==> src/design/dnsl_pkg.sv <==
// package with shared types and constants of the dns server list table
`timescale 1ns / 1ps
`default_nettype none
package dnsl_pkg;

  localparam int unsigned SERVER_SLOTS = 4;
  localparam int unsigned MAX_OPTION_ADDRESSES = 8;
  localparam int unsigned SLOT_W = $clog2(SERVER_SLOTS);
  localparam int unsigned PEND_W = $clog2(MAX_OPTION_ADDRESSES);
  localparam int unsigned CNT_W = $clog2(MAX_OPTION_ADDRESSES + 1);
  localparam int unsigned SCNT_W = $clog2(SERVER_SLOTS + 1);
  localparam logic [31:0] LIFE_INF = 32'hFFFF_FFFF;
  localparam logic [7:0] MCAST_BYTE = 8'hFF;

  typedef enum logic [2:0] {
    CMD_OPTION = 3'd0,
    CMD_GET    = 3'd1,
    CMD_FIND   = 3'd2,
    CMD_REMOVE = 3'd3,
    CMD_TICK   = 3'd4
  } cmd_e;

  typedef enum logic [1:0] {
    ST_OK      = 2'd0,
    ST_ERROR   = 2'd1,
    ST_NONE    = 2'd2,
    ST_IGNORED = 2'd3
  } status_e;

  // job handed from the front to the back
  typedef struct packed {
    logic [2:0]  cmd;
    logic        bad;
    logic [CNT_W-1:0] cnt;
    logic [63:0] addr_high;
    logic [63:0] addr_low;
    logic [31:0] life;
    logic [31:0] now_ms;
    logic [7:0]  index;
  } job_t;

  typedef enum logic [2:0] {
    BK_IDLE,
    BK_START,
    BK_APPLY,
    BK_EVICT,
    BK_INSERT,
    BK_DONE
  } back_state_e;

endpackage
`default_nettype wire

==> src/design/dnsl_front.sv <==
// front: buffers option addresses, checks them, queues jobs for the back
`timescale 1ns / 1ps
`default_nettype none
module dnsl_front
  import dnsl_pkg::*;
(
  input  wire logic        clk_i,
  input  wire logic        rst_ni,
  input  wire logic        valid_i,
  output logic             ready_o,
  input  wire logic [2:0]  command_i,
  input  wire logic [63:0] addr_high_i,
  input  wire logic [63:0] addr_low_i,
  input  wire logic [31:0] lifetime_s_i,
  input  wire logic [31:0] now_ms_i,
  input  wire logic [7:0]  index_i,
  input  wire logic        last_of_option_i,
  output logic             job_valid_o,
  input  wire logic        job_ready_i,
  output job_t             job_o,
  input  wire logic        opt_done_i,
  input  wire logic [PEND_W-1:0] pend_idx_i,
  output logic [63:0]      pend_high_o,
  output logic [63:0]      pend_low_o
);

  logic [63:0] pend_high_q [MAX_OPTION_ADDRESSES];
  logic [63:0] pend_low_q  [MAX_OPTION_ADDRESSES];
  logic [CNT_W-1:0] pcount_q, pcount_d;
  logic over_q, over_d, bad_q, bad_d;
  // two entry job queue
  job_t fifo_q [2];
  logic [1:0] fcnt_q;
  logic rd_q, wr_q;
  logic busy_q;  // an option job owns the buffer until the back finishes it

  logic acc, push, pop, room, is_opt, bad_addr, full_buf;
  job_t nj;

  assign is_opt = (command_i == CMD_OPTION);
  assign full_buf = (pcount_q == CNT_W'(MAX_OPTION_ADDRESSES));
  assign bad_addr = (addr_high_i[63:56] == MCAST_BYTE) ||
                    (addr_high_i == 64'd0 && addr_low_i == 64'd0);
  assign room = (fcnt_q != 2'd2);
  assign ready_o = room && !busy_q;
  assign acc = valid_i && ready_o;
  assign pop = job_valid_o && job_ready_i;
  assign job_valid_o = (fcnt_q != 2'd0);
  assign job_o = fifo_q[rd_q];

  always_comb begin
    pcount_d = pcount_q;
    over_d = over_q;
    bad_d = bad_q;
    push = 1'b0;
    if (acc) begin
      if (is_opt) begin
        if (!full_buf) begin
          pcount_d = pcount_q + CNT_W'(1);
          if (bad_addr) bad_d = 1'b1;
        end else begin
          over_d = 1'b1;
        end
        if (last_of_option_i) begin
          push = 1'b1;
          pcount_d = '0;
          over_d = 1'b0;
          bad_d = 1'b0;
        end
      end else begin
        push = 1'b1;
      end
    end
    nj.cmd = command_i;
    nj.bad = full_buf | over_q | bad_q | (!full_buf && bad_addr);
    nj.cnt = full_buf ? pcount_q : pcount_q + CNT_W'(1);
    nj.addr_high = addr_high_i;
    nj.addr_low = addr_low_i;
    nj.life = lifetime_s_i;
    nj.now_ms = now_ms_i;
    nj.index = index_i;
  end

  always_ff @(posedge clk_i) begin
    if (acc && is_opt && !full_buf) begin
      pend_high_q[pcount_q[PEND_W-1:0]] <= addr_high_i;
      pend_low_q[pcount_q[PEND_W-1:0]] <= addr_low_i;
    end
    pend_high_o <= pend_high_q[pend_idx_i];
    pend_low_o <= pend_low_q[pend_idx_i];
    if (push) fifo_q[wr_q] <= nj;
  end

  always_ff @(posedge clk_i or negedge rst_ni) begin
    if (!rst_ni) begin
      pcount_q <= '0;
      over_q <= 1'b0;
      bad_q <= 1'b0;
      fcnt_q <= 2'd0;
      rd_q <= 1'b0;
      wr_q <= 1'b0;
      busy_q <= 1'b0;
    end else begin
      pcount_q <= pcount_d;
      over_q <= over_d;
      bad_q <= bad_d;
      if (push) wr_q <= ~wr_q;
      if (pop) rd_q <= ~rd_q;
      fcnt_q <= fcnt_q + {1'b0, push} - {1'b0, pop};
      if (push && is_opt) busy_q <= 1'b1;
      else if (opt_done_i || (pop && job_o.cmd == CMD_OPTION && job_o.bad)) busy_q <= 1'b0;
    end
  end

endmodule
`default_nettype wire

==> config.mk <==
export PLATFORM = sky130hd
export DESIGN_NAME = dnsl_front
export DESIGN_NICKNAME = d
export VERILOG_FILES = /design/src/design/dnsl_pkg.sv /design/src/design/dnsl_front.sv
export SDC_FILE = /design/constraint.sdc
export NUM_CORES = 1
export LEC_CHECK = 0
export ABC_AREA = 1
export BUFFER_PORTS_ARGS = -buffer_cell sky130_fd_sc_hd__buf_2
export CAP_MARGIN = 20
export CELL_PAD_IN_SITES_DETAIL_PLACEMENT = 1
export CELL_PAD_IN_SITES_GLOBAL_PLACEMENT = 2
export CORE_ASPECT_RATIO = 0.5
export CORE_MARGIN = 10
export CORE_UTILIZATION = 37
export CTS_BUF_LIST = sky130_fd_sc_hd__clkbuf_16
export DETAILED_ROUTE_END_ITERATION = 7
export PLACE_DENSITY_LB_ADDON = 0.1
export RECOVER_POWER = 25
export SLEW_MARGIN = 20
export SYNTH_ARGS = -nofsm -noshare
export SYNTH_HDL_FRONTEND = slang
export SYNTH_SLANG_ARGS = --single-unit
==> constraint.sdc <==
create_clock -name clk_i -period 13.2 [get_ports clk_i]
set_input_delay 2.64 -clock clk_i [delete_from_list [all_inputs] [get_ports clk_i]]
set_output_delay 2.64 -clock clk_i [all_outputs]
set_load 0.02 [all_outputs]
Yosys cells after proc, flatten, opt, wreduce, memory -nomap -nowiden
Memories as Yosys holds them, arrays and structs flattened. A register that Yosys moved wholly into a read port is not among the register bits.
Cells that the tools add are included.
W data, S select, Z words.

storage, ports and cells
  input bits = 212
  bits in registers = 11
  memory bits (writable) = 1440
  memories kept = 3

cells by class
  mux-type cells = 16
  reductions and logical operators = 25
  equal/unequal tests = 4
  $add $sub $neg = 3
  bitwise gates (word level) = 5

memory list
  memory       depth  bits a word  read ports  clocked after Yosys merged registers in  write ports  RTL line          text
  pend_high_q  8      64           1           1                                        1            dnsl_front.sv:27  logic [63:0] pend_high_q [MAX_OPTION_ADDRESSES];
  pend_low_q   8      64           1           1                                        1            dnsl_front.sv:28  logic [63:0] pend_low_q [MAX_OPTION_ADDRESSES];
  fifo_q       2      208          1           0                                        1            dnsl_front.sv:32  job_t fifo_q [2];

operators with widths
  kind                   number
  $logic_not A64 Y1      2
  $mux W1                14
  $logic_and A1 B1 Y1    10
  $eq A8 B8 Y1 const B   1
  $mux W4                2
  $reduce_bool A2 Y1     4
  $logic_not A3 Y1       2
  $add A4 B1 Y4 const B  1
  $eq A4 B4 Y1 const B   1
  $ne A2 B2 Y1 const B   2
  $reduce_and A4 Y1      1
  $or A1 B1 Y1           3
  $reduce_and A3 Y1      1
  $add A2 B1 Y2          1
  $logic_not A1 Y1       2
  $logic_or A1 B1 Y1     2
  $not A1 Y1             2
  $reduce_and A2 Y1      1
  $sub A2 B1 Y2          1

Longest topological paths before layout
  depth after elaboration = 7
  mapped depth = 10
  mapped depth without buffers = 10

Least setup slack after synthesis
Ideal clock, no wire load.

  path kind = input-to-reg
  from = in command_i[1]
  to = mem pend_high_q[0][0] (enable)
  arrival = 15252 ps
  cell stages on the path = 5
  setup time = 929 ps
  slack = -2981 ps
  buffers on the path = 0
  cells stage by stage = nor3_1 > inv_1 > nor2_4 > nand2_1 > nor4_1

on the way
  word-level cells in the longest chain between the ends = 5

ends and longest elaborated chain
  element                            RTL line          text
  start, declared                    dnsl_front.sv:11  input wire logic [2:0] command_i,
  $logic_not A3 Y1                   dnsl_front.sv:40  assign is_opt = (command_i == CMD_OPTION);
  $logic_and A1 B1 Y1 (2 in series)  dnsl_front.sv:85  if (acc && is_opt && !full_buf) begin
  $mux W1                            dnsl_front.sv:85
  $mux W1 (implied by the code)      dnsl_front.sv:86  pend_high_q[pcount_q[PEND_W-1:0]] <= addr_high_i;
  end, declared                      dnsl_front.sv:27

Every way passes these cells.

==> metrics.csv <==
stage;metric;value;unit
run_status;status;complete, no violations;
clock_tree;clock tree buffer depth;4;
finish;multi-input logic area;0.0108;mm^2
global_routing;total track usage;18.0;%
sta;fmax;0.162;GHz
clock_tree;TritonCTS clock tree;yes;
critical_path;crit end category;output port;
placed_design;dpl hpwl;89.1;mm
placed_design;placed cell count;6751;
route;vias;35301;
global_routing;pin count of the biggest net entering global routing;242;
sta;fin crit period;6.18;ns
floorplanning;chip width;581;um
critical_path;critical path arrival;3.54;ns
finish;commonest non-fill, non-tap cells in the layout;1440 x edfxtp_1, 988 x nor2_1, 671 x nand2_1;
route;# DRC;0;
yosys;Synth Flop Type;edfxtp_1;
worst_hold_path;min-delay worst type;reg2reg;
floorplanning;num rows;102;
sta;Max Slew Vio Count;0;
floorplanning;Core Footprint;0.156;mm^2
route;Routed wire per std cell;23.0;um
yosys;Synthesis Warnings;0;
critical_path;Worst Path Max Fanout;60;
yosys;Synth Instances;4318;
finish;Fillers;16051;
global_routing;global-route wire length before repair;243;mm
route;Iter 0 DRT Violations;1949;
finish;FF/Latch Area;0.0461;mm^2
finish;fin nets;5048;
floorplanning;die area;0.175;mm^2
yosys;sequential share of the synthesized area;79.1;%
route;WL final;162;mm
power;leak pwr;23.6;nW
sta;post-route setup slack;7.02;ns
placed_design;RePlAce Congestion;0.713;
route;met3 wire length;6.59;mm
critical_path;crit path cell chain;buf_4 -> buf_4 -> nand2_1 -> nand2_1 -> buf_2;
sta;post-route setup TNS;0;ns
yosys;Syn Std Cell Area;0.0583;mm^2
critical_path;CP required;10.56;ns
sta;worst-margin pin slew;1.07;ns
yosys;Post-synth ARST share;0.697;%
floorplanning;die height;301;um
global_routing;vias in the first global route;38055;
critical_path;Crit Path Class;reg2out;
placed_design;pre-CTS setup slack;6.86;ns
route;via/cell ratio;5.02;
clock_tree;Inserted Clock Buffers;156;
route;M1 WL;71.9;mm
critical_path;Slowest Stage Delay on Critical Path;0.78;ns
sta;setup violators final;0;
yosys;Post-synth EDFFs;1440;
sta;normalized max-slew margin;28.5;%
clock_tree;Gates resized, CTS repair;0;
yosys;Avg Inst Size Synth;13.5;um^2
yosys;library cells used by synthesis;34;
route;ANT nets after route;0;
route;drt first pass iters;5;
route;DR WL met2;80.1;mm
route;max layer used;met5;
critical_path;CP startpoint kind;flop;
floorplanning;I/O pin count;550;
finish;Area Overhead vs Synth;15.6;%
clock_tree;CTS Sinks;1579;
yosys;Post-Syn Nets;4534;
finish;commonest non-fill, non-tap cell in the layout;edfxtp_1;
critical_path;Crit-path slowest cell;buf_4;
yosys;post-synthesis register bit count;1579;
finish;Finished Layout Cells;7029;
run;max_cap viols;0;
clock_tree;H-tree depth;4;
power;PwrDens;185;mW/mm^2
sta;unrepaired setup endpoints after global routing;false;
clock_tree;post-CTS repair timing setup buffer count;0;
clock_tree;clock slew seen by the registers of the worst setup and hold paths;0.07;ns
finish;share of cells above drive strength 1;13.9;%
power;Worst VDD drop;0.000120;V
clock_tree;cts hold-fix bufs;0;
sta;Final period util;46.8;%
sta;Clock Skews;0.0319;ns
clock_tree;worst-skew pair later-pin latency;0.78;ns
global_routing;antenna violations before repair;6;
clock_tree;clock root buffer master;clkbuf_16;
placed_design;input/output buffers;549;
floorplanning;starting density of the core;37.5;%
sta;final hold violations;0;
global_routing;GRT overflow;0;
-- final cells by class --
cell class / count / share of cell area (%)
repair buffers: 601 / 4.61
clock buffers: 158 / 5.87
well taps: 2080 / 3.86
multi-input cells: 2473 / 16.0
diodes: 2 / 0.00743
clock inverters: 115 / 1.05
inverters: 21 / 0.175
flip-flops and latches: 1579 / 68.4
-- Yosys cell counts, drive strengths merged, types with 2 or more instances --
library cell	instances	area share, %
dfrtp	11	0.47
ha	4	0.086
clkbuf	125	0.82
nor4	3	0.032
o21ai	518	4.4
or2	2	0.021
nor3	5	0.060
xor2	4	0.060
dfxtp	128	4.4
nand2	671	4.3
xnor2	3	0.045
nor2	993	6.4
o22ai	129	1.4
nand3	8	0.069
edfxtp	1440	74
a31oi	128	1.4
a21oi	2	0.024
buf	120	1.6
inv	21	0.14
-- power by group --
group	internal (mW)	leakage (nW)	switching (mW)
clock	2.32	2.44	1.88
sequential	5.90	14.3	0.121
combinational	0.547	6.89	1.67
-- layer usage --
metal / vias to the layer above / GRT usage (%)
li1: 16438 / -
met1: 18126 / 23.2
met2: 533 / 31.5
met3: 198 / 3.58
met4: 6 / 3.73
met5: - / 0
-- logic make-up after synthesis --
group	after synthesis	share of synthesized area, %
and+or+nand+nor	1684	10.9
adders and majority gates	4	0.0859
xor gates and xnor gates	7	0.105
DFF	1579	79.1
AOI/OAI and AO/OA	778	7.24
buffers and inverters	266	2.57
-- critical path, delay by kind of cell, from the launching register on --
kind,cells,cell delay [ns]
simple gates,2,0.35
buf+inv,3,1.73
flops,1,0.61
-- state kept, by name, indices dropped and copies added, names as in the netlist --
register     flops
pend_high_o     64
bad_q            1
pend_high_q    512
pcount_q         4
pend_low_o      64
over_q           1
busy_q           1
rd_q             1
fifo_q         416
pend_low_q     512
fcnt_q           2
wr_q             1
-- path summary, 6_finish.rpt --
kind	startpoint	endpoint	slack (ns)	cells past startpoint
max in group asynchronous	rst_ni	rd_q$_DFFE_PN0P_	10.89	1
min in group asynchronous	rst_ni	rd_q$_DFFE_PN0P_	1.86	1
setup reg to reg	pcount_q[0]$_DFFE_PN0P_	pend_low_q[3][33]$_DFFE_PP_	9.47	9
hold reg to reg	over_q$_DFFE_PN0P_	over_q$_DFFE_PN0P_	0.52	2
setup / recovery	rd_q$_DFFE_PN0P_	job_o[129]	7.02	5
hold / removal	over_q$_DFFE_PN0P_	over_q$_DFFE_PN0P_	0.52	2
-- metrics by stage --
stage          hold slack (ns)  util [%]  area, um^2  power (mW)
2_1_floorplan            0.463         -       58300        7.54
3_3_place_gp             0.483      40.3       62800        8.38
3_5_place_dp             0.512      40.3       62800        8.42
4_1_cts                  0.527      43.3       67400        12.7
5_1_grt                  0.578      43.3       67400        13.1
6_report                 0.518      43.3       67400        12.4
(Power assumes the default switching activity.)
